[config.mk]
export PLATFORM = sky130hd
export DESIGN_NAME = sst_ram
export DESIGN_NICKNAME = d
export VERILOG_FILES = /design/src/rtl/core/sparse_set_component_table_top_defines.svh /design/src/rtl/core/sst_ram.sv
export SDC_FILE = /design/constraint.sdc
export NUM_CORES = 1
export LEC_CHECK = 0
export ABC_AREA = 0
export BUFFER_PORTS_ARGS = -buffer_cell sky130_fd_sc_hd__buf_4
export CORE_MARGIN = 5
export CORE_UTILIZATION = 54
export DETAILED_ROUTE_END_ITERATION = 12
export GPL_ROUTABILITY_DRIVEN = 0
export PLACE_DENSITY_LB_ADDON = 0.25
export SLEW_MARGIN = 15
export SYNTH_ARGS = -nofsm -noshare
export SYNTH_HDL_FRONTEND = slang
export SYNTH_SLANG_ARGS = --single-unit
[constraint.sdc]
create_clock -name clk -period 1.7 [get_ports clk]
set_clock_uncertainty 0.1 [all_clocks]
set_input_delay 0 -clock clk [delete_from_list [all_inputs] [get_ports clk]]
set_output_delay 0 -clock clk [all_outputs]
set_load 0.03 [all_outputs]
[src/rtl/core/sparse_set_component_table_top_defines.svh]
// assertion macros for the sparse set table
`ifndef SPARSE_SET_COMPONENT_TABLE_TOP_DEFINES_SVH
`define SPARSE_SET_COMPONENT_TABLE_TOP_DEFINES_SVH

// same-cycle implication, checked outside reset
`define SST_ASSERT_IMP(lbl, ante, cons, msg) \
    lbl: assert property (@(posedge clk) disable iff (!rst_n) (ante) |-> (cons)) \
        else $error(msg);

// next-cycle implication, checked outside reset
`define SST_ASSERT_NXT(lbl, ante, cons, msg) \
    lbl: assert property (@(posedge clk) disable iff (!rst_n) (ante) |=> (cons)) \
        else $error(msg);

`endif

[src/rtl/core/sst_ram.sv]
module sst_ram #(
    parameter int WIDTH = 8,
    parameter int DEPTH = 16
) (
    input  logic                     clk,
    input  logic                     we,
    input  logic [$clog2(DEPTH)-1:0] addr,
    input  logic [WIDTH-1:0]         wdata,
    output logic [WIDTH-1:0]         rdata
);

    logic [WIDTH-1:0] mem [DEPTH];
    logic [WIDTH-1:0] rdata_reg;

    always_ff @(posedge clk)
    begin
        if (we)
        begin
            mem[addr] <= wdata;
        end
        rdata_reg <= mem[addr];
    end

    assign rdata = rdata_reg;

endmodule

======== Yosys cells after proc, flatten, opt, wreduce, memory -nomap -nowiden ========
Memories as Yosys holds them, arrays and structs flattened. A register that Yosys moved wholly into a read port is not among the register bits.
Cells that the tools add are included.
cells by class
  multiplexer cells ....................... 2
operator list
  operator  number
  $mux 1    2
word-level totals
  register bits after elaboration ......... 0
  RAM bits ................................ 128
  memories kept ........................... 1
  word-level logic and storage cells ...... 3
memories
  memory  words  width  read ports  clocked after memory_dff  write ports  line           RTL
  mem     16     8      1           1                         1            sst_ram.sv:12  logic [WIDTH-1:0] mem [DEPTH];

======== Depth between registers and ports, before layout ========
  depth in word-level cells ............... 2
  mapped depth ............................ 5

======== Worst setup path after synthesis ========
OpenSTA, ideal clock, no wires.
  kind .................................... input to register
  start ................................... input port addr[2]
  end ..................................... memory mem[0][0], enable pin
  library setup time ...................... 383 ps
  buffers on the path ..................... 0
  slack ................................... 107 ps
  stages on the path ...................... 2
  required time ........................... 1217 ps
  arrival ................................. 1110 ps
  path through ............................ or3b_2 > nor3_1
RTL lines
  element      line           RTL
  from (decl)  sst_ram.sv:7   input logic [$clog2(DEPTH)-1:0] addr,
  to (decl)    sst_ram.sv:12
Straight into the memory's write port.

==> impl_metrics.ini <==
[run_status]
status = completed

[die]
die_x_um = 107
coreArea_sq_mm = 0.00920
initial_utilization = 0.551
die_y_um = 107
dieArea_sq_mm = 0.0114
fp-row-count = 35
ioPinCount = 22

[worst_setup_path]
critPathArrivalTime_ns = 1.86
required_ns = 1.98
critPathMaxStageDelay_ns = 0.53
crit_chain = dlygate4sd3_1 -> buf_4 -> buf_12 -> mux4_2 -> a22oi_1 -> nand2_1
critical_path.top_delay_family = buffers and inverters
reg2reg_depth = 3
path_buf_inv = 3
worst-path-stages = 6
start_kind = input pin
reg2reg_slack_ns = 0.27
critPathCaptureType = flop
worstPathMaxFanout = 17
cp_slowest_cell = dlygate4sd3_1
critical_path_class = input pin to flop

[layout]
nNetsFinal = 311
layout_common_cells = edfxtp_1 (128), buf_4 (45), mux4_2 (32), a22oi_1 (16), clkbuf_16 (16)
area_growth_pct = 23.1
antenna_cells = 0
mostFrequentLayoutCell = edfxtp_1
layout-drive-gt1-share = 0.355
largest_register_ffs = 128

[global_routing]
grt_pass1_vias = 2633
grt.overflow.total = 0
antenna_found_initial = 0
track_usage = 0.189
grt_pass1_wl_mm = 15.4
grt_start_max_net_pins = 18

[yosys]
yosysSeqAreaShare = 0.790
synth_top_area_share = 0.759
synth_warnings = 0
synth_area_leaders = edfxtp_1 (76%), mux4_2 (14%), dfxtp_1 (3.2%)
synthesis.instances = 230
synth_seq_cells = 136
syn_area_sq_mm = 0.00507
syn_nets = 244
ys_types = 18
yosys.area.top_type = edfxtp_1
postSynthAreaPerCell_sq_um = 22.0

[sta]
finalCritPeriodShare = 0.929
tightestPinTransition_ns = 0.755
slew_headroom = 0.495
hold_viol_final = 0
drv_slew = 0
min_period_ns = 1.58
rsz0062_at_grt = no
tns_ns = 0
fmax_mhz = 633
hold-worst-slack_ns = 0.00621
setup_violations = 0

[clock_tree]
htreeDepth = 4
clk-insertion-delay-late_ns = 0.52
ctsLongestPathBuffers = 2
cts_buffers = 17
cts_tree = done
clock_sinks = 136
cts_root_buffer = clkbuf_8
postCtsSetupRepairBufs = 0
post_cts_resized = 0
clk_pin_slew_ns = 0.06

[detailed_routing]
wl_per_cell_um = 22.8
drt_iter0_markers = 195
vias = 2420
drc = 0
dr.pass1.iters = 4
wl_mm = 9.62
antenna_left = 0
vias_per_cell = 5.75

[flow_run]
maxCapViolCount = 0

[place]
io_buffers = 21
dp.final_hpwl_mm = 6.05

[power_and_ir_drop]
cellLeakagePower_uw = 0.00210
powerDensity_mw_per_mm2 = 1250
ir_drop_v = 0.000648

[min_path]
worstHoldPathCells = 3
hp-class = input pin to flop
[tightest hold or removal path, cell delays in order]
cell      delay [ns]
buf_4           0.11
nand2b_1        0.12
nor2_1          0.17
[kinds of logic (layout without fill, tap and decap cells)]
kind of cell    count (synthesis)  after routing  synth area share
flops                         136            136             0.790
simple gates                   35             35            0.0321
mux                            32             32             0.142
compound gates                 16             16            0.0237
buf+inv                        11             91            0.0119
[power breakdown]
part / total (uW) / leakage, uW / switching, uW / internal, uW
clock: 3610 / 0.000272 / 1360 / 2250
sequential: 3780 / 0.00122 / 26.2 / 3750
combinational: 442 / 0.000604 / 240 / 203
total: 7820 / 0.00210 / 1620 / 6200
[area by class of cell]
| type | count | area (sq um) |
|---|---|---|
| Sequential cell | 136 | 4000 |
| Fill cell | 569 | 2960 |
| Multi-Input combinational cell | 83 | 1000 |
| Timing Repair Buffer | 59 | 498 |
| Clock buffer | 19 | 422 |
| Clock inverter | 13 | 171 |
| Tap cell | 111 | 139 |
[synth_stat cells (all sizes together)]
cell type / count
edfxtp: 128
mux4: 32
a22oi: 16
nor2: 13
nand2: 9
buf: 8
dfxtp: 8
nor3: 4
clkbuf: 3
nand2b: 2
nand3b: 2
nor2b: 2
and2: 1
nand3: 1
or3b: 1
[path summary, 6_finish.rpt]
kind / startpoint / to
hold / removal: addr[1] / mem[5][7]$_DFFE_PP_
setup / recovery: addr[0] / rdata[1]$_DFF_P_
hold reg to reg: mem[12][4]$_DFFE_PP_ / rdata[4]$_DFF_P_
setup reg to reg: mem[10][1]$_DFFE_PP_ / rdata[1]$_DFF_P_
[metal layers]
metal  GRT usage  share of wire
met4      0.0721         0.0097
met3      0.0500          0.037
met1       0.242           0.43
met2       0.313           0.52
met5           0              0
[what timing repair did]
action                                 CTS  global route
setup endpoints to repair                0             0
hold buffers                            12             0
endpoints found under the hold margin  132             0
[metrics by stage]
| stage | std cells | power, uW | setup slack [ns] | cell area (sq um) | util |
|---|---|---|---|---|---|
| finish | 421 | 7820 | 0.120 | 6240 | 0.678 |
| global route | 421 | 8090 | 0.0201 | 6240 | 0.678 |
| global placement | 377 | 4260 | 0.156 | 5520 | 0.601 |
| floorplan | 230 | 4070 | 0.107 | 5070 | - |
| CTS | 421 | 7870 | 0.119 | 6240 | 0.678 |
| detailed placement | 377 | 4270 | 0.168 | 5520 | 0.601 |
(Power assumes the default switching activity.)
