### config.mk
export PLATFORM = sky130hd
export DESIGN_NAME = sst_seq
export DESIGN_NICKNAME = d
export VERILOG_FILES = /design/src/rtl/core/sst_pkg.sv /design/src/rtl/core/sst_seq.sv
export VERILOG_INCLUDE_DIRS = /design/src /design/src/rtl/core
export SDC_FILE = /design/constraint.sdc
export NUM_CORES = 1
export LEC_CHECK = 0
export ABC_AREA = 0
export BUFFER_PORTS_ARGS = -buffer_cell sky130_fd_sc_hd__buf_2
export CORE_ASPECT_RATIO = 0.5
export CORE_UTILIZATION = 40
export CTS_CLUSTER_DIAMETER = 40
export DETAILED_ROUTE_END_ITERATION = 16
export GPL_TIMING_DRIVEN = 0
export HOLD_SLACK_MARGIN = 0.05
export PLACE_DENSITY_LB_ADDON = 0.2
export SYNTH_ARGS = -nofsm -noshare
export SYNTH_HDL_FRONTEND = slang
export SYNTH_SLANG_ARGS = --single-unit
### constraint.sdc
create_clock -name clk -period 11.23 [get_ports clk]
set_clock_uncertainty 0.1 [all_clocks]
set_input_delay 2.246 -clock clk [delete_from_list [all_inputs] [get_ports clk]]
set_output_delay 2.246 -clock clk [all_outputs]
set_load 0.005 [all_outputs]
### src/rtl/core/sparse_set_component_table_top_defines.svh
// assertion macros for the sparse set table
`ifndef SPARSE_SET_COMPONENT_TABLE_TOP_DEFINES_SVH
`define SPARSE_SET_COMPONENT_TABLE_TOP_DEFINES_SVH

// same-cycle implication, checked outside reset
`define SST_ASSERT_IMP(lbl, ante, cons, msg) \
    lbl: assert property (@(posedge clk) disable iff (!rst_n) (ante) |-> (cons)) \
        else $error(msg);

// next-cycle implication, checked outside reset
`define SST_ASSERT_NXT(lbl, ante, cons, msg) \
    lbl: assert property (@(posedge clk) disable iff (!rst_n) (ante) |=> (cons)) \
        else $error(msg);

`endif

### src/rtl/core/sst_pkg.sv
package sst_pkg;

    localparam int ENTITY_SLOTS = 1024;
    localparam int DATA_W       = 32;
    localparam int ENTITY_W     = 10;
    localparam int REQ_W        = 2;
    localparam int STATUS_W     = 2;
    localparam int COUNT_OUT_W  = 10;
    localparam int SLOT_W       = $clog2(ENTITY_SLOTS);
    localparam int SPARSE_W     = SLOT_W + 1;
    localparam int DENSE_W      = SLOT_W + DATA_W;

    localparam logic [REQ_W-1:0] OP_LOOKUP = 2'd0;
    localparam logic [REQ_W-1:0] OP_ADD    = 2'd1;
    localparam logic [REQ_W-1:0] OP_REMOVE = 2'd2;

    localparam logic [STATUS_W-1:0] ST_OK     = 2'd0;
    localparam logic [STATUS_W-1:0] ST_ABSENT = 2'd1;
    localparam logic [STATUS_W-1:0] ST_REJECT = 2'd2;

    typedef struct packed {
        logic              valid;
        logic [SLOT_W-1:0] slot;
    } sparse_entry_t;

    typedef struct packed {
        logic [SLOT_W-1:0] ent;
        logic [DATA_W-1:0] data;
    } dense_entry_t;

    typedef struct packed {
        logic              we;
        logic [SLOT_W-1:0] addr;
        sparse_entry_t     wdata;
    } sparse_cmd_t;

    typedef struct packed {
        logic              we;
        logic [SLOT_W-1:0] addr;
        dense_entry_t      wdata;
    } dense_cmd_t;

    typedef struct packed {
        logic                   found;
        logic [DATA_W-1:0]      data;
        logic [STATUS_W-1:0]    status;
        logic [COUNT_OUT_W-1:0] live_count;
    } result_t;

endpackage

### src/rtl/core/sst_seq.sv
`include "sparse_set_component_table_top_defines.svh"

module sst_seq import sst_pkg::*; (
    input  logic                clk,
    input  logic                rst_n,
    input  logic                in_valid,
    output logic                in_ready,
    input  logic [REQ_W-1:0]    req_type,
    input  logic [ENTITY_W-1:0] entity,
    input  logic [DATA_W-1:0]   value,
    output logic                res_valid,
    input  logic                res_ready,
    output result_t             res,
    output sparse_cmd_t         sp_cmd,
    input  sparse_entry_t       sp_rd,
    output dense_cmd_t          dn_cmd,
    input  dense_entry_t        dn_rd
);

    localparam logic [2:0] S_CLEAR = 3'd0;
    localparam logic [2:0] S_IDLE  = 3'd1;
    localparam logic [2:0] S_LOOK  = 3'd2;
    localparam logic [2:0] S_DENSE = 3'd3;
    localparam logic [2:0] S_REM2  = 3'd4;

    logic [2:0]        state_reg, state_next;
    logic [REQ_W-1:0]  op_reg, op_next;
    logic [SLOT_W-1:0] id_reg, id_next;
    logic              usable_reg, usable_next;
    logic [DATA_W-1:0] val_reg, val_next;
    logic [SLOT_W-1:0] count_reg, count_next;
    logic [SLOT_W-1:0] clr_reg, clr_next;
    logic [SLOT_W-1:0] slot_reg, slot_next;

    // shared step unit: clear sweep, append and swap-remove all use it
    logic              alu_dec;
    logic [SLOT_W-1:0] alu_a, alu_step, alu_sum;
    logic              present_now;
    logic              res_fire;

    assign alu_a    = (state_reg == S_CLEAR) ? clr_reg : count_reg;
    assign alu_dec  = (state_reg != S_CLEAR) && (op_reg == OP_REMOVE);
    assign alu_step = alu_dec ? {SLOT_W{1'b1}} : SLOT_W'(1);
    assign alu_sum  = alu_a + alu_step;

    assign present_now = usable_reg && sp_rd.valid;
    assign in_ready    = (state_reg == S_IDLE);
    assign res_fire    = res_valid && res_ready;

    always_comb
    begin
        state_next     = state_reg;
        op_next        = op_reg;
        id_next        = id_reg;
        usable_next    = usable_reg;
        val_next       = val_reg;
        count_next     = count_reg;
        clr_next       = clr_reg;
        slot_next      = slot_reg;
        sp_cmd.we      = 1'b0;
        sp_cmd.addr    = id_reg;
        sp_cmd.wdata   = '0;
        dn_cmd.we      = 1'b0;
        dn_cmd.addr    = slot_reg;
        dn_cmd.wdata   = '0;
        res_valid      = 1'b0;
        res.found      = 1'b0;
        res.data       = '0;
        res.status     = ST_OK;
        res.live_count = COUNT_OUT_W'(count_reg);

        unique case (state_reg)
            S_CLEAR:
            begin
                sp_cmd.we   = 1'b1;
                sp_cmd.addr = clr_reg;
                clr_next    = alu_sum;
                if (clr_reg == SLOT_W'(ENTITY_SLOTS - 1))
                begin
                    state_next = S_IDLE;
                end
            end
            S_IDLE:
            begin
                sp_cmd.addr = SLOT_W'(entity);
                if (in_valid)
                begin
                    op_next     = req_type;
                    id_next     = SLOT_W'(entity);
                    usable_next = (entity != '0) && (32'(entity) < 32'(ENTITY_SLOTS));
                    val_next    = value;
                    state_next  = S_LOOK;
                end
            end
            S_LOOK:
            begin
                slot_next = sp_rd.slot;
                unique case (op_reg)
                    OP_LOOKUP:
                    begin
                        if (present_now)
                        begin
                            dn_cmd.addr = sp_rd.slot;
                            state_next  = S_DENSE;
                        end
                        else
                        begin
                            res_valid  = 1'b1;
                            res.status = ST_ABSENT;
                        end
                    end
                    OP_ADD:
                    begin
                        if (present_now)
                        begin
                            dn_cmd.addr = sp_rd.slot;
                            state_next  = S_DENSE;
                        end
                        else if (!usable_reg)
                        begin
                            res_valid  = 1'b1;
                            res.status = ST_REJECT;
                        end
                        else
                        begin
                            res_valid      = 1'b1;
                            res.data       = val_reg;
                            res.live_count = COUNT_OUT_W'(alu_sum);
                            // append at the end of the dense arrays
                            sp_cmd.addr    = id_reg;
                            sp_cmd.wdata   = '{valid: 1'b1, slot: count_reg};
                            dn_cmd.addr    = count_reg;
                            dn_cmd.wdata   = '{ent: id_reg, data: val_reg};
                            if (res_ready)
                            begin
                                sp_cmd.we  = 1'b1;
                                dn_cmd.we  = 1'b1;
                                count_next = alu_sum;
                            end
                        end
                    end
                    OP_REMOVE:
                    begin
                        if (present_now)
                        begin
                            dn_cmd.addr = alu_sum;
                            state_next  = S_DENSE;
                        end
                        else
                        begin
                            res_valid  = 1'b1;
                            res.status = ST_ABSENT;
                        end
                    end
                    default:
                    begin
                        res_valid = 1'b1;
                    end
                endcase
                if (res_fire)
                begin
                    state_next = S_IDLE;
                end
            end
            S_DENSE:
            begin
                if (op_reg == OP_REMOVE)
                begin
                    // move the last entry into the hole and relink it
                    dn_cmd.we    = 1'b1;
                    dn_cmd.addr  = slot_reg;
                    dn_cmd.wdata = dn_rd;
                    sp_cmd.we    = 1'b1;
                    sp_cmd.addr  = dn_rd.ent;
                    sp_cmd.wdata = '{valid: 1'b1, slot: slot_reg};
                    state_next   = S_REM2;
                end
                else
                begin
                    res_valid = 1'b1;
                    res.found = 1'b1;
                    res.data  = dn_rd.data;
                    if (res_ready)
                    begin
                        state_next = S_IDLE;
                    end
                end
            end
            S_REM2:
            begin
                sp_cmd.we      = 1'b1;
                sp_cmd.addr    = id_reg;
                sp_cmd.wdata   = '0;
                res_valid      = 1'b1;
                res.found      = 1'b1;
                res.live_count = COUNT_OUT_W'(alu_sum);
                if (res_ready)
                begin
                    count_next = alu_sum;
                    state_next = S_IDLE;
                end
            end
            default:
            begin
                state_next = S_IDLE;
            end
        endcase
    end

    always_ff @(posedge clk or negedge rst_n)
    begin
        if (!rst_n)
        begin
            state_reg <= S_CLEAR;
            count_reg <= '0;
            clr_reg   <= '0;
        end
        else
        begin
            state_reg <= state_next;
            count_reg <= count_next;
            clr_reg   <= clr_next;
        end
    end

    always_ff @(posedge clk)
    begin
        op_reg     <= op_next;
        id_reg     <= id_next;
        usable_reg <= usable_next;
        val_reg    <= val_next;
        slot_reg   <= slot_next;
    end

    `SST_ASSERT_NXT(a_add_grows, (state_reg == S_LOOK) && res_fire && (op_reg == OP_ADD) && usable_reg && !sp_rd.valid, count_reg == $past(count_reg) + SLOT_W'(1), "append did not grow the count")
    `SST_ASSERT_NXT(a_rem_shrinks, (state_reg == S_REM2) && res_fire, count_reg == $past(count_reg) - SLOT_W'(1), "remove did not shrink the count")
    `SST_ASSERT_IMP(a_rem_nonempty, (state_reg == S_DENSE) && (op_reg == OP_REMOVE), count_reg != '0, "remove of a present id with an empty table")
    `SST_ASSERT_IMP(a_clear_quiet, state_reg == S_CLEAR, !res_valid && (count_reg == '0), "result or count change during clearing pass")

endmodule
==> Word level (Yosys, flattened, before mapping) <==
Index checks and enable logic that the tools add are counted.
{ "totals": {"reg_bits": 78, "in_bits": 101, "out_inout_bits": 122, "wordCells": 88} }
{ "op_classes": {"n_addsub": 1, "n_eq_ne": 14, "muxes": 51, "n_reduce_logical": 14} }
{ "ops": {"columns": ["cell", "count"], "rows": [
  ["2-to-1 mux 10 bit", 11],
  ["2-to-1 mux 53 bit", 2],
  ["one-hot mux 53 bit (2 select lines)", 1],
  ["2-to-1 mux 22 bit", 4],
  ["2-to-1 mux 42 bit", 2],
  ["2-to-1 mux 32 bit", 2],
  ["one-hot mux 32 bit (2 select lines)", 1],
  ["2-to-1 mux 44 bit", 1],
  ["one-hot mux 10 bit (2 select lines)", 2],
  ["one-hot mux 10 bit (4 select lines)", 1],
  ["2-to-1 mux 33 bit", 1],
  ["one-hot mux 10 bit (3 select lines)", 1],
  ["one-hot mux 11 bit (2 select lines)", 1],
  ["2-to-1 mux 3 bit", 7],
  ["one-hot mux 3 bit (5 select lines)", 1],
  ["adder 10 bit", 1],
  ["== test 10 bit, second input constant", 1],
  ["nonzero test 10 bit", 1],
  ["AND reduction 4 bit", 2],
  ["2-to-1 mux 1 bit", 7],
  ["== test 3 x 2 -> 1 bit, second input constant", 2],
  ["inequality test 2 bit, second input constant", 3],
  ["inequality test 3 bit, second input constant", 2],
  ["one-hot mux 1 bit (3 select lines)", 2],
  ["16 further kinds", 21]
]} }

==> Depth between registers and ports, before layout <==
Gate-level depths: netlist (run 1).
{ "logic_depth": {"word_depth": 9, "mapped_depth": 15, "ltp_nobuf": 12} }

==> Worst setup path after synthesis (run 1) <==
Ideal clock, no wire load.
{ "synth_path": {"path_kind": "input to output", "startpoint": "in sp_rd[10] (netlist bit)", "endpoint": "out res[24] (netlist bit)", "t_arrival_ns": 3.629, "t_required_ns": 8.884, "path_slack_ns": 5.255, "cell_stages": 6, "n_path_buf": 2, "cell_sequence": "nor2b_1 nand3b_1 nor2_1 clkbuf_1 buf_1 a22o_1"} }
{ "synth_lines": {"columns": ["item", "line", "text"], "rows": [
  ["from (decl)", "sst_seq.sv:15", "input sparse_entry_t sp_rd,"],
  ["to (decl)", "sst_seq.sv:13", "output result_t res,"]
]} }

==> results.json, run 1 <==
{
  "status": "finished clean",
  "synthArstFlopShare_pct": 29.5,
  "die_area_mm2": 0.0132,
  "hold_end": "clr_reg[0]",
  "ant_nets": 0,
  "end_kind": "primary output",
  "synth.distinct_cells": 62,
  "synth_edf_count": 55,
  "min_period_ns": 7.04,
  "synth_common_cells": "84 x a22o_1, 70 x nand2_1, 55 x edfxtp_1",
  "period_share_pct": 62.7,
  "vias": 5311,
  "hold_class": "reg -> reg",
  "synth_ff_type": "edfxtp_1",
  "io_buffers": 222,
  "grt_max_degree": 40,
  "r2r-start": "state_reg[0]",
  "fin_tns_setup_ns": 0,
  "synth_top_cell_by_area": "edfxtp_1",
  "grt_first_pass_wirelength_mm": 26.6,
  "cp.required_ns": 8.88,
  "yosysTopAreaCellShare_pct": 32.5,
  "die_h_um": 81.7,
  "cp_top_family": "buffers and inverters",
  "coreArea_mm2": 0.0121,
  "cap_violations": 0,
  "rr_endpoint": "count_reg[8]",
  "arrival_ns": 4.69,
  "ys_ff_latch": 78,
  "viasPerCell": 5.79,
  "instances_no_fill": 917,
  "powerDensity_mw_per_mm2": 230,
  "busiest_layer": "met2",
  "ctsLongestPathBuffers": 2,
  "path_common_cell": "buf_2",
  "track_usage_pct": 26.6,
  "yosys-top-cells-area": "edfxtp_1 33%, a22o_1 14%, dfrtp_1 11%",
  "grtUsageMet3_pct": 5.40,
  "gp_congestion": 0.877,
  "wire_per_inst_um": 19.4,
  "clk_pin_slew_ns": 0.06,
  "slowest_delay_ns": 0.60,
  "power_mw": 1.55,
  "syn_inst": 513,
  "syn_avg_cell_area_um2": 9.89,
  "final_nets": 854,
  "synth.cell_area_mm2": 0.00508,
  "crit_slowest_cell": "buf_1",
  "antenna_found_initial": 1,
  "start_util_pct": 42.0,
  "ios": 223,
  "crit_path_cell_trace": "buf_2 -> nor2b_1 -> nand3b_1 -> nor2_1 -> clkbuf_1 -> buf_1 -> a22o_1 -> buf_2",
  "worst-path-buf-inv": 4,
  "hold-path-cell-count": 1,
  "seq_area_frac_synth_pct": 43.9,
  "grt_pass1_vias": 4946,
  "root_buffer": "clkbuf_16",
  "critPathLaunchType": "primary input",
  "largest_reg_flops": 32,
  "drc": 0,
  "max_clock_freq_ghz": 0.142,
  "cts-htree-levels": 3,
  "cts_sinks": 78,
  "rows": 28,
  "hold_buffers": 0,
  "layout-drive-gt1-share_pct": 35.7,
  "hp-start": "clr_reg[0]",
  "cp_max_fo": 10,
  "whs_ns": 0.424,
  "ir_worst_vdd_mv": 0.0947,
  "die_w_um": 161,
  "cts_made_buffers": 9,
  "routed_wl_mm": 17.8,
  "reg2reg_slack_ns": 7.10,
  "yosys_warnings": 0,
  "slew_violations": 0,
  "r2r.worst_path.cells": 13,
  "grt_remaining_overflow": 0,
  "firstDrtPassIters": 5,
  "clk_latency_ns": 0.34,
  "met1_usage_pct": 36.6,
  "hpwlAfterDp_mm": 13.3,
  "crit_type": "in -> out",
  "cts_tree": "yes",
  "syn-num-nets": 620,
  "postCtsSetupBuffers": 0,
  "final_hold_viol_count": 0,
  "synth.most_common_cell": "a22o_1",
  "setup_viol_count_final": 0,
  "grt.met2_usage_pct": 43.4,
  "tightest_slew_ns": 0.988,
  "dp.cells": 901,
  "slew_headroom_pct": 34.1,
  "rsz0062_at_grt": "false",
  "area_growth_pct": 32.2,
  "power.leakage_nw": 3.13,
  "ctsResizeCount": 0,
  "drt_iter0_drc": 544
}
[worst max path at each step]
| stage | start | endpoint | depth (start not counted) |
|---|---|---|---|
| after CTS | sp_rd[10] | dn_cmd[35] | 8 |
| final | sp_rd[10] | dn_cmd[35] | 8 |
| after detailed placement | sp_rd[10] | dn_cmd[35] | 8 |
| after floorplan | sp_rd[10] | res[24] | 6 |
| after global placement | sp_rd[10] | dn_cmd[35] | 8 |
| after global routing | state_reg[0] | res[8] | 14 |
[metrics by stage]
stage	utilization (%)	setup slack (ns)	area, um^2
floorplan	-	5.26	5080
detailed placement	53.1	4.21	6410
CTS	55.5	4.21	6710
global placement	52.9	4.24	6390
finish	55.5	4.19	6710
global route	55.5	3.98	6710
[cell type report]
type	count	area [um^2]
fillers	1129	5370
well taps	165	206
multi-input cells	380	2630
diodes	1	2.50
inverters	8	30.0
flip-flops and latches	78	2230
plain buffers	47	190
clock inverters	6	70.1
repair buffers	223	1130
clock buffers	9	225
[cells by family after synthesis]
group	count (synthesis)	share of synthesized area [%]
adder cells (fa/ha/maj)	8	2.02
multiplexers	16	3.50
XOR/XNOR	20	3.45
AO/OA/AOI/OAI	201	30.5
AND/OR/NAND/NOR	135	12.3
flip-flops	78	43.9
buffers and inverters	55	4.34
[layer usage]
layer  vias to the layer above  part of all wire [%]
met2                       241                    47
li1                       2455                     -
met4                         0                  0.95
met5                         -                     0
met1                      2602                    44
met3                        13                   7.9
[placed cells by master (no fill, tap or decap), types with 7 or more instances in the layout]
cell and n:
buf_2 227, a22o_1 84, nand2_1 70, edfxtp_1 55, clkbuf_1 34, a21oi_1 26
nor2_1 23, dfrtp_1 23, o21ai_0 16, xnor2_1 15, mux2_2 12, clkbuf_16 9
a21o_1 8, a22oi_1 8, a222oi_1 8, o21ai_1 7, buf_1 7, inv_1 7
[report_power, final]
part | switching [mW] | internal [mW] | leakage [nW]
combinational | 0.455 | 0.319 | 2.19
clock | 0.127 | 0.173 | 0.135
sequential | 0.0767 | 0.397 | 0.805
total | 0.658 | 0.889 | 3.13
Power figures use the tool's default switching activity.
==> run 2, diff against run 1 <==
==> constraint.sdc (replaced) <==
create_clock -name clk -period 5.89 [get_ports clk]
set_clock_uncertainty 0.1 [all_clocks]
set_input_delay 1.178 -clock clk [delete_from_list [all_inputs] [get_ports clk]]
set_output_delay 1.178 -clock clk [all_outputs]
set_load 0.005 [all_outputs]
==> results.json, run 2 (synthesis gave the netlist of run 1 again) <==
{
  "status": "finished clean",
  "reg2reg_slack_ns": 1.98,
  "power.leakage_nw": 3.14,
  "grt_first_pass_wirelength_mm": 26.6,
  "largest_reg_flops": 32,
  "arrival_ns": 4.29,
  "grt_remaining_overflow": 0,
  "cts_tree": "yes",
  "root_buffer": "clkbuf_16",
  "final_area_mm2": 0.00671,
  "final_cell_mix": "227 x buf_2, 84 x a22o_1, 70 x nand2_1, 55 x edfxtp_1, 33 x clkbuf_1",
  "start_util_pct": 42.0,
  "fin_ws_ns": 0.323,
  "cp_max_fo": 10,
  "drt_iter0_drc": 551,
  "p_comb_share_pct": 50.0,
  "powerDensity_mw_per_mm2": 439,
  "max_clock_freq_ghz": 0.180,
  "cp.required_ns": 4.61,
  "place_area_mm2": 0.00641,
  "io_buffers": 222,
  "firstDrtPassIters": 5,
  "crit_type": "reg -> out",
  "grt_pass1_vias": 4946,
  "antenna_found_initial": 1,
  "rsz0062_at_grt": "false",
  "final_hold_viol_count": 0,
  "period_share_pct": 94.5,
  "hpwlAfterDp_mm": 13.3,
  "critPathLaunchType": "register",
  "startpoint": "state_reg[0]",
  "coreArea_mm2": 0.0121,
  "die_area_mm2": 0.0132,
  "rr_endpoint": "count_reg[4]",
  "clk_pin_slew_ns": 0.06,
  "crit_path_cell_trace": "nor3_2 -> clkbuf_2 -> buf_1 -> nand2_1 -> nand2_1 -> inv_1 -> fa_1 -> nor2b_1 -> or2_2 -> a311o_1 -> a31oi_1 -> xnor2_1 -> nand3_1 -> a22oi_1 -> buf_2",
  "area_growth_pct": 32.3,
  "wire_per_inst_um": 19.4,
  "cts-htree-levels": 3,
  "tightest_slew_ns": 0.984,
  "ctsLongestPathBuffers": 2,
  "clkPwrFrac_pct": 19.3,
  "cap_violations": 0,
  "r2r.worst_path.cells": 13,
  "min_period_ns": 5.57,
  "path_common_cell": "nand2_1",
  "die_h_um": 81.7,
  "hold_buffers": 0,
  "vias": 5302,
  "die_w_um": 161,
  "place_ws_ns": 0.527,
  "ir_worst_vdd_mv": 0.179,
  "p_switching_mw": 1.25,
  "viasPerCell": 5.78,
  "track_usage_pct": 26.6,
  "setup_viol_count_final": 0,
  "rows": 28,
  "end_kind": "primary output",
  "gp_congestion": 0.877,
  "grt_max_degree": 40,
  "r2r-start": "state_reg[0]",
  "endpoint": "dn_cmd[48]",
  "swShare_pct": 42.5,
  "power_frac_seq_pct": 30.6,
  "slew_headroom_pct": 34.4,
  "ant_nets": 0,
  "slowest_delay_ns": 0.45,
  "final_nets": 854,
  "p_int_mw": 1.70,
  "slew_violations": 0,
  "cts_sinks": 78,
  "cts_made_buffers": 9,
  "clk_latency_ns": 0.34,
  "routed_wl_mm": 17.8,
  "layout-drive-gt1-share_pct": 35.8,
  "drc": 0,
  "crit_slowest_cell": "dfrtp_1",
  "ios": 223,
  "fin_tns_setup_ns": 0,
  "final_common_cell": "buf_2",
  "hold_class": "reg -> reg"
}
run 2: what timing repair did:
item | in CTS | in global routing
gates resized for setup | 0 | 3
setup endpoints to repair | 0 | 5
setup buffers | 0 | 0
run 2: worst max-delay path: cells and delay by family (launching register included):
| kind | cells | cell delay, ns |
|---|---|---|
| compound gates | 3 | 0.48 |
| xor+xnor | 1 | 0.35 |
| fa+ha+maj | 1 | 0.43 |
| buf+inv | 4 | 0.98 |
| flops | 1 | 0.45 |
| simple gates | 6 | 1.28 |
run 2: worst min path at each step:
stage	from	cells past startpoint	to	slack (ns)
2_1_floorplan	clr_reg[0]	1	clr_reg[0]	0.37
3_3_place_gp	clr_reg[0]	1	clr_reg[0]	0.41
3_5_place_dp	clr_reg[0]	1	clr_reg[0]	0.40
4_1_cts	clr_reg[0]	1	clr_reg[0]	0.41
5_1_grt	clr_reg[0]	1	clr_reg[0]	0.45
6_report	clr_reg[0]	1	clr_reg[0]	0.42
run 2: metal layers:
metal | vias to the layer above | share of wire, % | track usage (%)
li1 | 2457 | - | -
met1 | 2570 | 44 | 36.6
met2 | 258 | 48 | 43.4
met3 | 17 | 7.8 | 5.40
met4 | 0 | 1.1 | 6.13
met5 | - | 0 | 0
run 2: layout make-up:
class	instances	area [um^2]
flip-flops and latches	78	2230
repair buffers	223	1130
clock buffers	9	225
inverters	8	30.0
diodes	1	2.50
multi-input cells	380	2630
clock inverters	6	70.1
well taps	165	206
plain buffers	47	191
fillers	1128	5370
run 2: through the flow:
stage                     instances  hold WS (ns)  power (mW)  util, %
after floorplan                 513         0.367        1.80        -
after global placement          900         0.407        2.34     52.9
after detailed placement        901         0.403        2.36     53.1
after CTS                       916         0.414        2.94     55.5
after global routing            916         0.453        3.13     55.5
final                           917         0.423        2.95     55.5
run 2: power by group through the flow:
| stage | clock network (mW) | logic, mW | registers, mW |
|---|---|---|---|
| CTS | 0.573 | 1.47 | 0.897 |
| finish | 0.570 | 1.48 | 0.904 |
| global placement | 0 | 1.43 | 0.909 |
| global route | 0.597 | 1.61 | 0.918 |
| detailed placement | 0 | 1.45 | 0.904 |
| floorplan | 0 | 0.944 | 0.852 |
==> run 3, diff against run 2 <==
--- a/config.mk
+++ b/config.mk
@@ -6,7 +6,7 @@
 export SDC_FILE = /design/constraint.sdc
 export NUM_CORES = 1
 export LEC_CHECK = 0
-export ABC_AREA = 0
+export ABC_AREA = 1
 export BUFFER_PORTS_ARGS = -buffer_cell sky130_fd_sc_hd__buf_2
 export CORE_ASPECT_RATIO = 0.5
 export CORE_UTILIZATION = 40
==> results.json, run 3 <==
{
  "synth_adder_area_share_pct": 1.61,
  "crit_type": "reg -> out",
  "fin_ws_ns": 0.926,
  "cap_violations": 0,
  "grt_pass1_vias": 5188,
  "setup_viol_count_final": 0,
  "start_util_pct": 42.3,
  "tightest_slew_ns": 1.01,
  "synthArstFlopShare_pct": 29.5,
  "gp_congestion": 0.910,
  "cts_made_buffers": 9,
  "fin_tns_setup_ns": 0,
  "rsz0062_at_grt": "false",
  "place_area_mm2": 0.00649,
  "diodes": 0,
  "seq_area_frac_synth_pct": 43.3,
  "synth_top_cell_by_area": "edfxtp_1",
  "synthSimpleGateAreaFrac_pct": 18.6,
  "end_kind": "primary output",
  "die_h_um": 82.2,
  "track_usage_pct": 26.3,
  "path_common_cell": "nand2_1",
  "ios": 223,
  "postCtsSetupBuffers": 0,
  "worst-path-buf-inv": 4,
  "synth_common_cells": "127 x inv_1, 119 x nand2_1, 73 x o22ai_1",
  "synthMuxAreaShare_pct": 0,
  "crit_slowest_cell": "dfrtp_1",
  "drc": 0,
  "powerDensity_mw_per_mm2": 423,
  "clk_pin_slew_ns": 0.06,
  "root_buffer": "clkbuf_16",
  "final_nets": 1003,
  "cts_sinks": 78,
  "hold_buffers": 0,
  "die_w_um": 162,
  "final_hold_viol_count": 0,
  "wire_per_inst_um": 16.3,
  "yosys_warnings": 0,
  "period_share_pct": 84.3,
  "cp_top_family": "buffers and inverters",
  "p_int_mw": 1.60,
  "crit_path_cell_trace": "nor2_4 -> nand2_4 -> buf_4 -> clkinv_1 -> clkbuf_1 -> nand2_1 -> o21ai_0 -> ha_1 -> nand2_1 -> nand3b_1 -> nand2_1 -> xor2_1 -> nor2_1 -> o31ai_1 -> o21ai_0 -> buf_2",
  "min_period_ns": 4.96,
  "met2_wirelength_mm": 8.21,
  "vias": 5654,
  "ant_nets": 0,
  "synth_ff_type": "edfxtp_1",
  "coreArea_mm2": 0.0122,
  "antenna_found_initial": 1,
  "final_area_mm2": 0.00678,
  "slew_violations": 0,
  "yosys-top-cells-area": "edfxtp_1 32%, dfrtp_1 11%, inv_1 9.3%",
  "wl_met3_mm": 1.41,
  "syn-num-nets": 769,
  "grt_remaining_overflow": 0,
  "cp.required_ns": 4.61,
  "critPathLaunchType": "register",
  "grt_max_degree": 26,
  "power.leakage_nw": 3.54,
  "final_cell_mix": "233 x buf_2, 127 x inv_1, 119 x nand2_1, 73 x o22ai_1, 55 x edfxtp_1",
  "synth-compound-area-share_pct": 22.8,
  "final_common_cell": "buf_2",
  "clkPwrFrac_pct": 19.4,
  "hold_class": "reg -> reg",
  "p_comb_share_pct": 51.4,
  "drt-met1-wl_mm": 7.37,
  "routed_wl_mm": 17.4,
  "nFillCells": 1209,
  "power_mw": 2.87,
  "ir_worst_vdd_mv": 0.174,
  "viasPerCell": 5.30,
  "synth.cell_area_mm2": 0.00514,
  "rows": 28,
  "syn_inst": 662,
  "yosysTopAreaCellShare_pct": 32.1,
  "area_growth_pct": 31.8,
  "ys_ff_latch": 78,
  "layout-drive-gt1-share_pct": 31.7,
  "hpwlAfterDp_mm": 13.4,
  "firstDrtPassIters": 8,
  "route.top_layer_used": "met5",
  "power_frac_seq_pct": 29.3,
  "syn_avg_cell_area_um2": 7.77,
  "max_clock_freq_ghz": 0.201,
  "synth.distinct_cells": 52,
  "cp_max_fo": 10,
  "largest_reg_flops": 32,
  "clk_latency_ns": 0.34,
  "grt_first_pass_wirelength_mm": 26.5,
  "slowest_delay_ns": 0.44,
  "synth_edf_count": 55,
  "p_switching_mw": 1.27,
  "place_ws_ns": 1.36,
  "ctsResizeCount": 0,
  "slew_headroom_pct": 33.0,
  "drt_iter0_drc": 390,
  "cts_tree": "yes",
  "status": "finished clean",
  "io_buffers": 222,
  "synth-xor-area-share_pct": 0.827,
  "arrival_ns": 3.69,
  "cts-htree-levels": 3,
  "swShare_pct": 44.2,
  "synth_top_family_by_area": "compound AO/OA/AOI/OAI gates",
  "synth.most_common_cell": "inv_1",
  "die_area_mm2": 0.0133,
  "ctsLongestPathBuffers": 2
}
## run 3: cell count changes in the layout (fill, tap and decap cells not counted), moves of 20 or more
cell and change:
o22ai_1 +67, nand2_1 +49, inv_1 +120, nand3_1 +20, a22o_1 -83, o21ai_0 +33
## run 3: power groups by stage
stage / clock network [mW] / registers (mW) / logic [mW]
2_1_floorplan: 0 / 0.826 / 0.946
3_3_place_gp: 0 / 0.848 / 1.43
3_5_place_dp: 0 / 0.846 / 1.46
4_1_cts: 0.563 / 0.839 / 1.47
5_1_grt: 0.588 / 0.855 / 1.65
6_report: 0.556 / 0.840 / 1.47
## run 3: logic make-up (layout without fill, tap and decap cells)
logic type	after synthesis	in the layout
simple gates	211	211
compound gates	193	193
buf+inv	170	409
flops	78	78
fa+ha+maj	6	6
xor+xnor	4	4
## run 3: worst reg2reg max path, stage by stage (launching register included)
cell,delay [ns]
dfrtp_1,0.44
nor2_4,0.24
nand2_4,0.13
buf_4,0.21
clkinv_1,0.17
clkbuf_1,0.34
nand2_1,0.18
o21ai_0,0.12
ha_1,0.30
a21oi_1,0.20
o21ai_2,0.11
xor2_1,0.38
o21ai_0,0.17
## run 3: layout make-up
class | count | area (um^2) | share of cell area [%]
timing repair buffer | 223 | 1130 | 16.7
sequential | 78 | 2230 | 32.8
buffer | 31 | 141 | 2.09
inverter | 139 | 524 | 7.73
multi-input combinational | 414 | 2260 | 33.3
clock inverter | 6 | 62.6 | 0.923
clock buffer | 10 | 229 | 3.38
tap | 165 | 206 | 3.04
## run 3: per-stage QoR
step | util [%] | instances | hold slack (ns)
final | 55.8 | 1066 | 0.417
after global routing | 55.8 | 1066 | 0.441
after CTS | 55.8 | 1066 | 0.412
after detailed placement | 53.4 | 1050 | 0.399
after global placement | 53.1 | 1049 | 0.390
after floorplan | - | 662 | 0.364
## run 3: path summary, 6_finish.rpt
path                                   start      endpoint  slack, ns  cells past startpoint
worst max-delay path            state_reg[0]    dn_cmd[45]       0.93                     16
worst min-delay path              clr_reg[2]    clr_reg[2]       0.42                      2
worst max register to register  state_reg[0]    clr_reg[4]       2.67                     12
worst min register to register    clr_reg[2]    clr_reg[2]       0.42                      2
max in group asynchronous              rst_n  count_reg[2]       4.59                      1
min in group asynchronous              rst_n    clr_reg[9]       0.72                      1
## run 3: per-layer routing
layer  vias to the layer above  GRT usage (%)
met5                         -              0
met3                        37           6.29
li1                       2722              -
met4                         2           8.87
met2                       245           45.2
met1                      2648           32.9
